<file path="src/rtl/hcrs_pkg.sv">
// hcrs_pkg: shared types and constants for the hermite curve route sampler
// used by the controller, the datapath and the top level; no dependencies

package hcrs_pkg;

	// field widths
	localparam int COORD_W   = 32;
	localparam int SEG_W     = 6;
	localparam int UNIT_BITS = 30;
	localparam int MAG_W     = 33;
	localparam int OPND_W    = 34;
	localparam int WIDE_W    = 64;
	localparam int DEN_W     = 34;
	localparam int TAN_W     = 34;
	localparam int WGT_W     = 20;

	localparam logic [SEG_W-1:0] SEG_RESET = 6'd16;

	// datapath operations
	typedef enum logic [4:0] {
		OP_NOP,
		OP_LOAD,
		OP_HALVE,
		OP_MUL_SQ,
		OP_ADD,
		OP_SQRT_GO,
		OP_SPAN,
		OP_TAN_INIT,
		OP_TAN_SHIFT,
		OP_NRM,
		OP_DIV_UNIT,
		OP_UNIT,
		OP_MUL_US,
		OP_TSCALE,
		OP_TFALL,
		OP_WGT_A,
		OP_WGT_B,
		OP_WGT_C,
		OP_MUL_PT,
		OP_DIV_PT,
		OP_PSTORE,
		OP_EMIT
	} op_t;

	// source of an emitted point
	typedef enum logic [1:0] {
		SRC_P0,
		SRC_P1,
		SRC_PT
	} src_t;

	// controller states
	typedef enum logic [4:0] {
		S_IDLE,
		S_HALVE,
		S_DSQ_MUL,
		S_DSQ_ADD,
		S_DSQRT_GO,
		S_DSQRT_WAIT,
		S_SPAN,
		S_CHECK,
		S_TINIT,
		S_TSHIFT,
		S_TFALL,
		S_TSQ_MUL,
		S_TSQ_ADD,
		S_TSQRT_GO,
		S_TSQRT_WAIT,
		S_TNRM,
		S_TDIV_GO,
		S_TDIV_WAIT,
		S_TUNIT,
		S_TMUL,
		S_TSCALE,
		S_WGT_A,
		S_WGT_B,
		S_WGT_C,
		S_PMUL,
		S_PADD,
		S_PDIV_GO,
		S_PDIV_WAIT,
		S_PSTORE,
		S_EMIT,
		S_EMIT_P0,
		S_EMIT_P1
	} state_t;

	// command from controller to datapath
	typedef struct packed {
		op_t              op;
		logic [1:0]       axis;
		logic [1:0]       term;
		logic             tsel;
		logic             first;
		logic [SEG_W-1:0] idx;
		logic             last;
		src_t             src;
	} cmd_t;

	// status from datapath to controller
	typedef struct packed {
		logic sqrt_busy;
		logic div_busy;
		logic zero_span;
		logic zero_seg;
		logic zero_dir;
		logic tan_norm;
		logic out_busy;
		logic k_last;
	} stat_t;

endpackage

</file>
<file path="src/rtl/hcrs_ctrl.sv">
// hcrs_ctrl: sequencing state machine for the hermite curve route sampler
// depends on hcrs_pkg; drives the datapath through hcrs_pkg::cmd_t

module hcrs_ctrl (
	input  logic            clk,
	input  logic            arst_n,
	input  logic            in_valid,
	output logic            in_ready,
	input  hcrs_pkg::stat_t stat,
	output hcrs_pkg::cmd_t  cmd
);

	hcrs_pkg::state_t state_q, state_d;
	logic [1:0]       axis_q;
	logic [1:0]       term_q;
	logic             tsel_q;
	logic [hcrs_pkg::SEG_W-1:0] k_q;

	// next state
	always_comb begin
		state_d = state_q;
		case (state_q)
			hcrs_pkg::S_IDLE:       if (in_valid) state_d = hcrs_pkg::S_HALVE;
			hcrs_pkg::S_HALVE:      state_d = hcrs_pkg::S_DSQ_MUL;
			hcrs_pkg::S_DSQ_MUL:    state_d = hcrs_pkg::S_DSQ_ADD;
			hcrs_pkg::S_DSQ_ADD:    state_d = (axis_q == 2'd2) ? hcrs_pkg::S_DSQRT_GO
			                                                   : hcrs_pkg::S_DSQ_MUL;
			hcrs_pkg::S_DSQRT_GO:   state_d = hcrs_pkg::S_DSQRT_WAIT;
			hcrs_pkg::S_DSQRT_WAIT: if (!stat.sqrt_busy) state_d = hcrs_pkg::S_SPAN;
			hcrs_pkg::S_SPAN:       state_d = hcrs_pkg::S_CHECK;
			hcrs_pkg::S_CHECK:      state_d = (stat.zero_span || stat.zero_seg) ?
			                                  hcrs_pkg::S_EMIT_P0 : hcrs_pkg::S_TINIT;
			hcrs_pkg::S_TINIT:      state_d = hcrs_pkg::S_TSHIFT;
			hcrs_pkg::S_TSHIFT: begin
				if (stat.zero_dir) begin
					state_d = hcrs_pkg::S_TFALL;
				end else if (stat.tan_norm) begin
					state_d = hcrs_pkg::S_TSQ_MUL;
				end
			end
			hcrs_pkg::S_TFALL:      state_d = tsel_q ? hcrs_pkg::S_WGT_A : hcrs_pkg::S_TINIT;
			hcrs_pkg::S_TSQ_MUL:    state_d = hcrs_pkg::S_TSQ_ADD;
			hcrs_pkg::S_TSQ_ADD:    state_d = (axis_q == 2'd2) ? hcrs_pkg::S_TSQRT_GO
			                                                   : hcrs_pkg::S_TSQ_MUL;
			hcrs_pkg::S_TSQRT_GO:   state_d = hcrs_pkg::S_TSQRT_WAIT;
			hcrs_pkg::S_TSQRT_WAIT: if (!stat.sqrt_busy) state_d = hcrs_pkg::S_TNRM;
			hcrs_pkg::S_TNRM:       state_d = hcrs_pkg::S_TDIV_GO;
			hcrs_pkg::S_TDIV_GO:    state_d = hcrs_pkg::S_TDIV_WAIT;
			hcrs_pkg::S_TDIV_WAIT:  if (!stat.div_busy) state_d = hcrs_pkg::S_TUNIT;
			hcrs_pkg::S_TUNIT:      state_d = hcrs_pkg::S_TMUL;
			hcrs_pkg::S_TMUL:       state_d = hcrs_pkg::S_TSCALE;
			hcrs_pkg::S_TSCALE: begin
				if (axis_q != 2'd2) begin
					state_d = hcrs_pkg::S_TDIV_GO;
				end else begin
					state_d = tsel_q ? hcrs_pkg::S_WGT_A : hcrs_pkg::S_TINIT;
				end
			end
			hcrs_pkg::S_WGT_A:      state_d = hcrs_pkg::S_WGT_B;
			hcrs_pkg::S_WGT_B:      state_d = hcrs_pkg::S_WGT_C;
			hcrs_pkg::S_WGT_C:      state_d = hcrs_pkg::S_PMUL;
			hcrs_pkg::S_PMUL:       state_d = hcrs_pkg::S_PADD;
			hcrs_pkg::S_PADD:       state_d = (term_q == 2'd3) ? hcrs_pkg::S_PDIV_GO
			                                                   : hcrs_pkg::S_PMUL;
			hcrs_pkg::S_PDIV_GO:    state_d = hcrs_pkg::S_PDIV_WAIT;
			hcrs_pkg::S_PDIV_WAIT:  if (!stat.div_busy) state_d = hcrs_pkg::S_PSTORE;
			hcrs_pkg::S_PSTORE:     state_d = (axis_q == 2'd2) ? hcrs_pkg::S_EMIT
			                                                   : hcrs_pkg::S_PMUL;
			hcrs_pkg::S_EMIT: begin
				if (!stat.out_busy) begin
					state_d = stat.k_last ? hcrs_pkg::S_IDLE : hcrs_pkg::S_WGT_A;
				end
			end
			hcrs_pkg::S_EMIT_P0:    if (!stat.out_busy) state_d = hcrs_pkg::S_EMIT_P1;
			hcrs_pkg::S_EMIT_P1:    if (!stat.out_busy) state_d = hcrs_pkg::S_IDLE;
			default:                state_d = hcrs_pkg::S_IDLE;
		endcase
	end

	// command outputs
	always_comb begin
		cmd       = '0;
		cmd.op    = hcrs_pkg::OP_NOP;
		cmd.src   = hcrs_pkg::SRC_PT;
		cmd.axis  = axis_q;
		cmd.term  = term_q;
		cmd.tsel  = tsel_q;
		cmd.idx   = k_q;
		cmd.first = 1'b0;
		cmd.last  = 1'b0;
		in_ready  = 1'b0;
		case (state_q)
			hcrs_pkg::S_IDLE: begin
				in_ready = 1'b1;
				if (in_valid) cmd.op = hcrs_pkg::OP_LOAD;
			end
			hcrs_pkg::S_HALVE:    cmd.op = hcrs_pkg::OP_HALVE;
			hcrs_pkg::S_DSQ_MUL,
			hcrs_pkg::S_TSQ_MUL:  cmd.op = hcrs_pkg::OP_MUL_SQ;
			hcrs_pkg::S_DSQ_ADD,
			hcrs_pkg::S_TSQ_ADD: begin
				cmd.op    = hcrs_pkg::OP_ADD;
				cmd.first = axis_q == 2'd0;
			end
			hcrs_pkg::S_DSQRT_GO,
			hcrs_pkg::S_TSQRT_GO: cmd.op = hcrs_pkg::OP_SQRT_GO;
			hcrs_pkg::S_SPAN:     cmd.op = hcrs_pkg::OP_SPAN;
			hcrs_pkg::S_TINIT:    cmd.op = hcrs_pkg::OP_TAN_INIT;
			hcrs_pkg::S_TSHIFT: begin
				if (!stat.zero_dir && !stat.tan_norm) cmd.op = hcrs_pkg::OP_TAN_SHIFT;
			end
			hcrs_pkg::S_TFALL:    cmd.op = hcrs_pkg::OP_TFALL;
			hcrs_pkg::S_TNRM:     cmd.op = hcrs_pkg::OP_NRM;
			hcrs_pkg::S_TDIV_GO:  cmd.op = hcrs_pkg::OP_DIV_UNIT;
			hcrs_pkg::S_TUNIT:    cmd.op = hcrs_pkg::OP_UNIT;
			hcrs_pkg::S_TMUL:     cmd.op = hcrs_pkg::OP_MUL_US;
			hcrs_pkg::S_TSCALE:   cmd.op = hcrs_pkg::OP_TSCALE;
			hcrs_pkg::S_WGT_A:    cmd.op = hcrs_pkg::OP_WGT_A;
			hcrs_pkg::S_WGT_B:    cmd.op = hcrs_pkg::OP_WGT_B;
			hcrs_pkg::S_WGT_C:    cmd.op = hcrs_pkg::OP_WGT_C;
			hcrs_pkg::S_PMUL:     cmd.op = hcrs_pkg::OP_MUL_PT;
			hcrs_pkg::S_PADD: begin
				cmd.op    = hcrs_pkg::OP_ADD;
				cmd.first = term_q == 2'd0;
			end
			hcrs_pkg::S_PDIV_GO:  cmd.op = hcrs_pkg::OP_DIV_PT;
			hcrs_pkg::S_PSTORE:   cmd.op = hcrs_pkg::OP_PSTORE;
			hcrs_pkg::S_EMIT: begin
				cmd.last = stat.k_last;
				if (!stat.out_busy) cmd.op = hcrs_pkg::OP_EMIT;
			end
			hcrs_pkg::S_EMIT_P0: begin
				cmd.src = hcrs_pkg::SRC_P0;
				cmd.idx = '0;
				if (!stat.out_busy) cmd.op = hcrs_pkg::OP_EMIT;
			end
			hcrs_pkg::S_EMIT_P1: begin
				cmd.src  = hcrs_pkg::SRC_P1;
				cmd.idx  = hcrs_pkg::SEG_W'(1);
				cmd.last = 1'b1;
				if (!stat.out_busy) cmd.op = hcrs_pkg::OP_EMIT;
			end
			default: ;
		endcase
	end

	// state and loop counters
	always_ff @(posedge clk or negedge arst_n) begin
		if (!arst_n) begin
			state_q <= hcrs_pkg::S_IDLE;
			axis_q  <= '0;
			term_q  <= '0;
			tsel_q  <= 1'b0;
			k_q     <= '0;
		end else begin
			state_q <= state_d;
			case (state_q)
				hcrs_pkg::S_IDLE: begin
					axis_q <= '0;
					term_q <= '0;
					tsel_q <= 1'b0;
					k_q    <= '0;
				end
				hcrs_pkg::S_DSQ_ADD,
				hcrs_pkg::S_TSQ_ADD,
				hcrs_pkg::S_PSTORE: axis_q <= (axis_q == 2'd2) ? 2'd0 : axis_q + 2'd1;
				hcrs_pkg::S_TSCALE: begin
					axis_q <= (axis_q == 2'd2) ? 2'd0 : axis_q + 2'd1;
					if (axis_q == 2'd2) tsel_q <= 1'b1;
				end
				hcrs_pkg::S_TFALL:  tsel_q <= 1'b1;
				hcrs_pkg::S_PADD:   term_q <= term_q + 2'd1;
				hcrs_pkg::S_EMIT: begin
					if (!stat.out_busy) k_q <= k_q + hcrs_pkg::SEG_W'(1);
				end
				default: ;
			endcase
		end
	end

endmodule

</file>
<file path="config.mk">
export PLATFORM = sky130hd
export DESIGN_NAME = hcrs_ctrl
export DESIGN_NICKNAME = d
export VERILOG_FILES = /design/src/rtl/hcrs_pkg.sv /design/src/rtl/hcrs_ctrl.sv
export SDC_FILE = /design/constraint.sdc
export NUM_CORES = 1
export LEC_CHECK = 0
export ABC_AREA = 0
export ABC_CLOCK_PERIOD_IN_PS = 1900
export BUFFER_PORTS_ARGS = -buffer_cell sky130_fd_sc_hd__buf_2
export CORE_AREA = 2 2 67 82
export CTS_CLUSTER_SIZE = 28
export DETAILED_ROUTE_END_ITERATION = 6
export DIE_AREA = 0 0 69 84
export GPL_TIMING_DRIVEN = 0
export PLACE_DENSITY = 0.47
export REMOVE_ABC_BUFFERS = 1
export SYNTH_ARGS = -nofsm -noshare
export SYNTH_HDL_FRONTEND = slang
export SYNTH_SLANG_ARGS = --single-unit
export TNS_END_PERCENT = 1
</file>
<file path="constraint.sdc">
create_clock -name clk -period 1.9 [get_ports clk]
set_input_delay 0.095 -clock clk [delete_from_list [all_inputs] [get_ports clk]]
set_output_delay 0.095 -clock clk [all_outputs]
set_load 0.01 [all_outputs]
</file>
==> metrics.txt <==
pin count of the biggest net entering global routing=38; pre-CTS setup slack=-716 ps; CP arrival=~1800 ps; Syn-to-layout area delta=19.8%; PD cells=approximately 1700 nW/um^2; Clk Latency, worst-skew pair=approximately 250 ps; count of TritonRoute iterations in the first routing pass=4; Final Critical Period=between 1500 and 2000 ps; core area=roughly 5100 um^2; status=finished, final reports clean; Post-synth top flop=dfrtp_1; Post-synth EDFFs=0; Fin Setup TNS=0 ps; sequential share of the synthesized area=roughly 25%; Ant. Diodes=0; placed instance area=roughly 1700 um^2; TritonCTS clock tree=built; Leak Pwr=between 0.8 and 0.9 nW; HPWL reported at the end of detailed placement=~3.4 mm; worst r2r path cells=5; Tot GR Track Use=17.5%; Wirelength per Cell=~17 um; Via density=roughly 5.7; register area=419 um^2; clock-pin slew on the worst setup and hold paths=70 ps; clk_skew=between 0.6 and 0.7 ps; class of the worst hold path=input port to async pin; CP Capture Type=output port; r2r setup slk=roughly 50 ps; DIE HEIGHT=84 um; area of the multi-input gates=1120 um^2; clock tree buffer depth=2; Async SR Flop Fraction=between 90% and 100%; global route overflow=0; Synth Instances=around 220; VDD IR max=0.485 mV; Die W=69 um; most frequent cells in the layout=31 x buf_2, 25 x nor2_1, 25 x nand2_1, 14 x o21ai_0, 11 x dfrtp_1; Netlist cell types=53; TritonCTS buffer count=3; Final ANT Viol Nets=0; crit-path max FO=14; Mapped Avg Cell Area=roughly 7.4 um^2; share of layout cells above drive strength 1=26.0%; WS Path Type=register to output port; worst reg2reg startpoint=state_q[1]$_DFFE_PN0P_; FP Rows=29; Final Instance Area=roughly 1900 um^2; I/O pin cnt=32; Worst slew margin=65.3%; Worst-Margin Slew=517 ps; fin. max-slew vios=0; clk sinks=16; max cap viols=0; DRT iter0 DRCs=84; flops & latches, synth=16; RR Endpoint=state_q[2]$_DFFE_PN0P_; first-pass GRT wire length=8.25 mm; via count=between 1500 and 2000; Placer Congestion=around 0.8; final setup fails=0; Mapped Area=between 1500 and 2000 um^2; vias in the first global route=approximately 1600; clock root cell=clkbuf_8; initial core utilization=a little under a third; CP startpoint kind=register; Yosys warning total=0; Port Buffers=31; Period Utilization, post-route=between 90% and 100%; Detailed Route WL=roughly 5.2 mm; most common cell after layout, fill and taps aside=buf_2; DRC viols=0; fmax=529 MHz; Hold WS=around 290 ps; unrepaired setup endpoints after global routing=yes; fill count=roughly 570; Final WS setup=9.72 ps; WP data required=1800 ps; Fin. Hold Viols=0; initial antenna violation count=0; die area=about 5800 um^2; NumNets Final=between 200 and 300; H-Tree Depth=1
-- power breakdown --
group	switching, W	internal [W]
Clock	0.000125	0.000184
Combinational	0.00125	0.000904
Sequential	0.000389	0.000487
-- per-stage QoR --
| step | utilization (%) | total power [W] | instances |
|---|---|---|---|
| 6_report | 38.0 | 0.00334 | 304 |
| 5_1_grt | 38.0 | 0.00361 | 304 |
| 4_1_cts | 37.3 | 0.00324 | 300 |
| 3_5_place_dp | 34.2 | 0.00269 | 292 |
| 3_3_place_gp | 34.2 | 0.00271 | 292 |
| 2_1_floorplan | - | 0.00208 | 199 |
-- critical path, cell delays in order (launching register included) --
cell        delay, ps
dfrtp_4           550
clkinvlp_4        280
nor2_4            180
a21o_1            130
a211oi_1           60
a31oi_1           180
buf_2             160
-- state kept, by name, indices dropped and copies added, names as in the netlist --
register,count
term_q,2
axis_q,2
k_q,6
tsel_q,1
state_q,5
-- area by class of cell --
cell class,count,area share (%)
Multi-Input combinational cell,175,57.9
Sequential cell,16,21.7
Timing Repair Buffer,39,11.7
Tap cell,62,4.02
Clock buffer,4,2.85
Inverter,8,1.81
-- kinds of logic (layout without fill, tap and decap cells) --
family / after synthesis / count (layout) / share of synthesized area [%]
multiplexers: 4 / 4 / 2.56
flip-flops: 16 / 16 / 24.8
buffers and inverters: 28 / 51 / 8.38
XOR/XNOR: 5 / 5 / 2.72
AO/OA/AOI/OAI: 67 / 67 / 29.1
AND/OR/NAND/NOR: 96 / 96 / 30.0
adder cells (fa/ha/maj): 3 / 3 / 2.33
-- worst max-delay path by stage --
stage	to	cells past startpoint	slack (ps)	startpoint
after floorplan	k_q[0]$_DFFE_PN0P_	4	-170	state_q[2]$_DFFE_PN0P_
after global placement	k_q[4]$_DFFE_PN0P_	5	-740	state_q[2]$_DFFE_PN0P_
after detailed placement	k_q[5]$_DFFE_PN0P_	5	-720	state_q[2]$_DFFE_PN0P_
after CTS	cmd[15]	5	-10	state_q[3]$_DFFE_PN0P_
after global routing	cmd[9]	5	-80	state_q[1]$_DFFE_PN0P_
final	cmd[17]	6	10	state_q[0]$_DFFE_PN0P_
-- layer usage --
| layer | part of all wire [%] | global-route usage (%) |
|---|---|---|
| met1 | 44 | 23.8 |
| met2 | 49 | 28.8 |
| met3 | 4.6 | 1.45 |
| met4 | 1.8 | 6.60 |
| met5 | 0 | 0 |
-- timing repair --
action,4_1_cts,5_1_grt
hold buffers,1,0
setup endpoints to repair,32,22
setup buffers,3,4
cloned,0,0
resized for setup,22,1
pin swaps,4,2
hold endpoints to repair,16,0
-- synthesized netlist by cell type (2+ instances only) --
master | count | area share [%]
buf_2 | 9 | 2.8
clkbuf_1 | 4 | 0.93
o31ai_1 | 5 | 2.3
o211ai_1 | 3 | 1.4
a21o_1 | 3 | 1.4
nor2_1 | 28 | 6.5
dfrtp_1 | 16 | 25
o311a_1 | 2 | 1.2
o22ai_1 | 5 | 1.9
xnor2_1 | 4 | 2.2
nand2b_1 | 4 | 1.6
o32a_1 | 2 | 1.2
inv_1 | 7 | 1.6
nor3_1 | 4 | 1.2
mux2i_1 | 3 | 1.9
a32oi_1 | 2 | 1.1
o2111a_1 | 2 | 1.4
nand2_1 | 25 | 5.8
a21oi_1 | 10 | 3.1
and2_1 | 6 | 2.3
buf_1 | 4 | 0.93
nor3b_1 | 2 | 0.93
a22oi_1 | 2 | 0.93
o21ai_0 | 14 | 4.3
ha_1 | 3 | 2.3
a211oi_1 | 2 | 0.93
a31oi_1 | 7 | 2.7
nand3_1 | 8 | 2.5
nor2b_1 | 6 | 2.3
buf_6 | 2 | 1.4
nand4_1 | 2 | 0.78
or2_2 | 2 | 0.78
No activity file was read; power rests on OpenSTA's default activity.
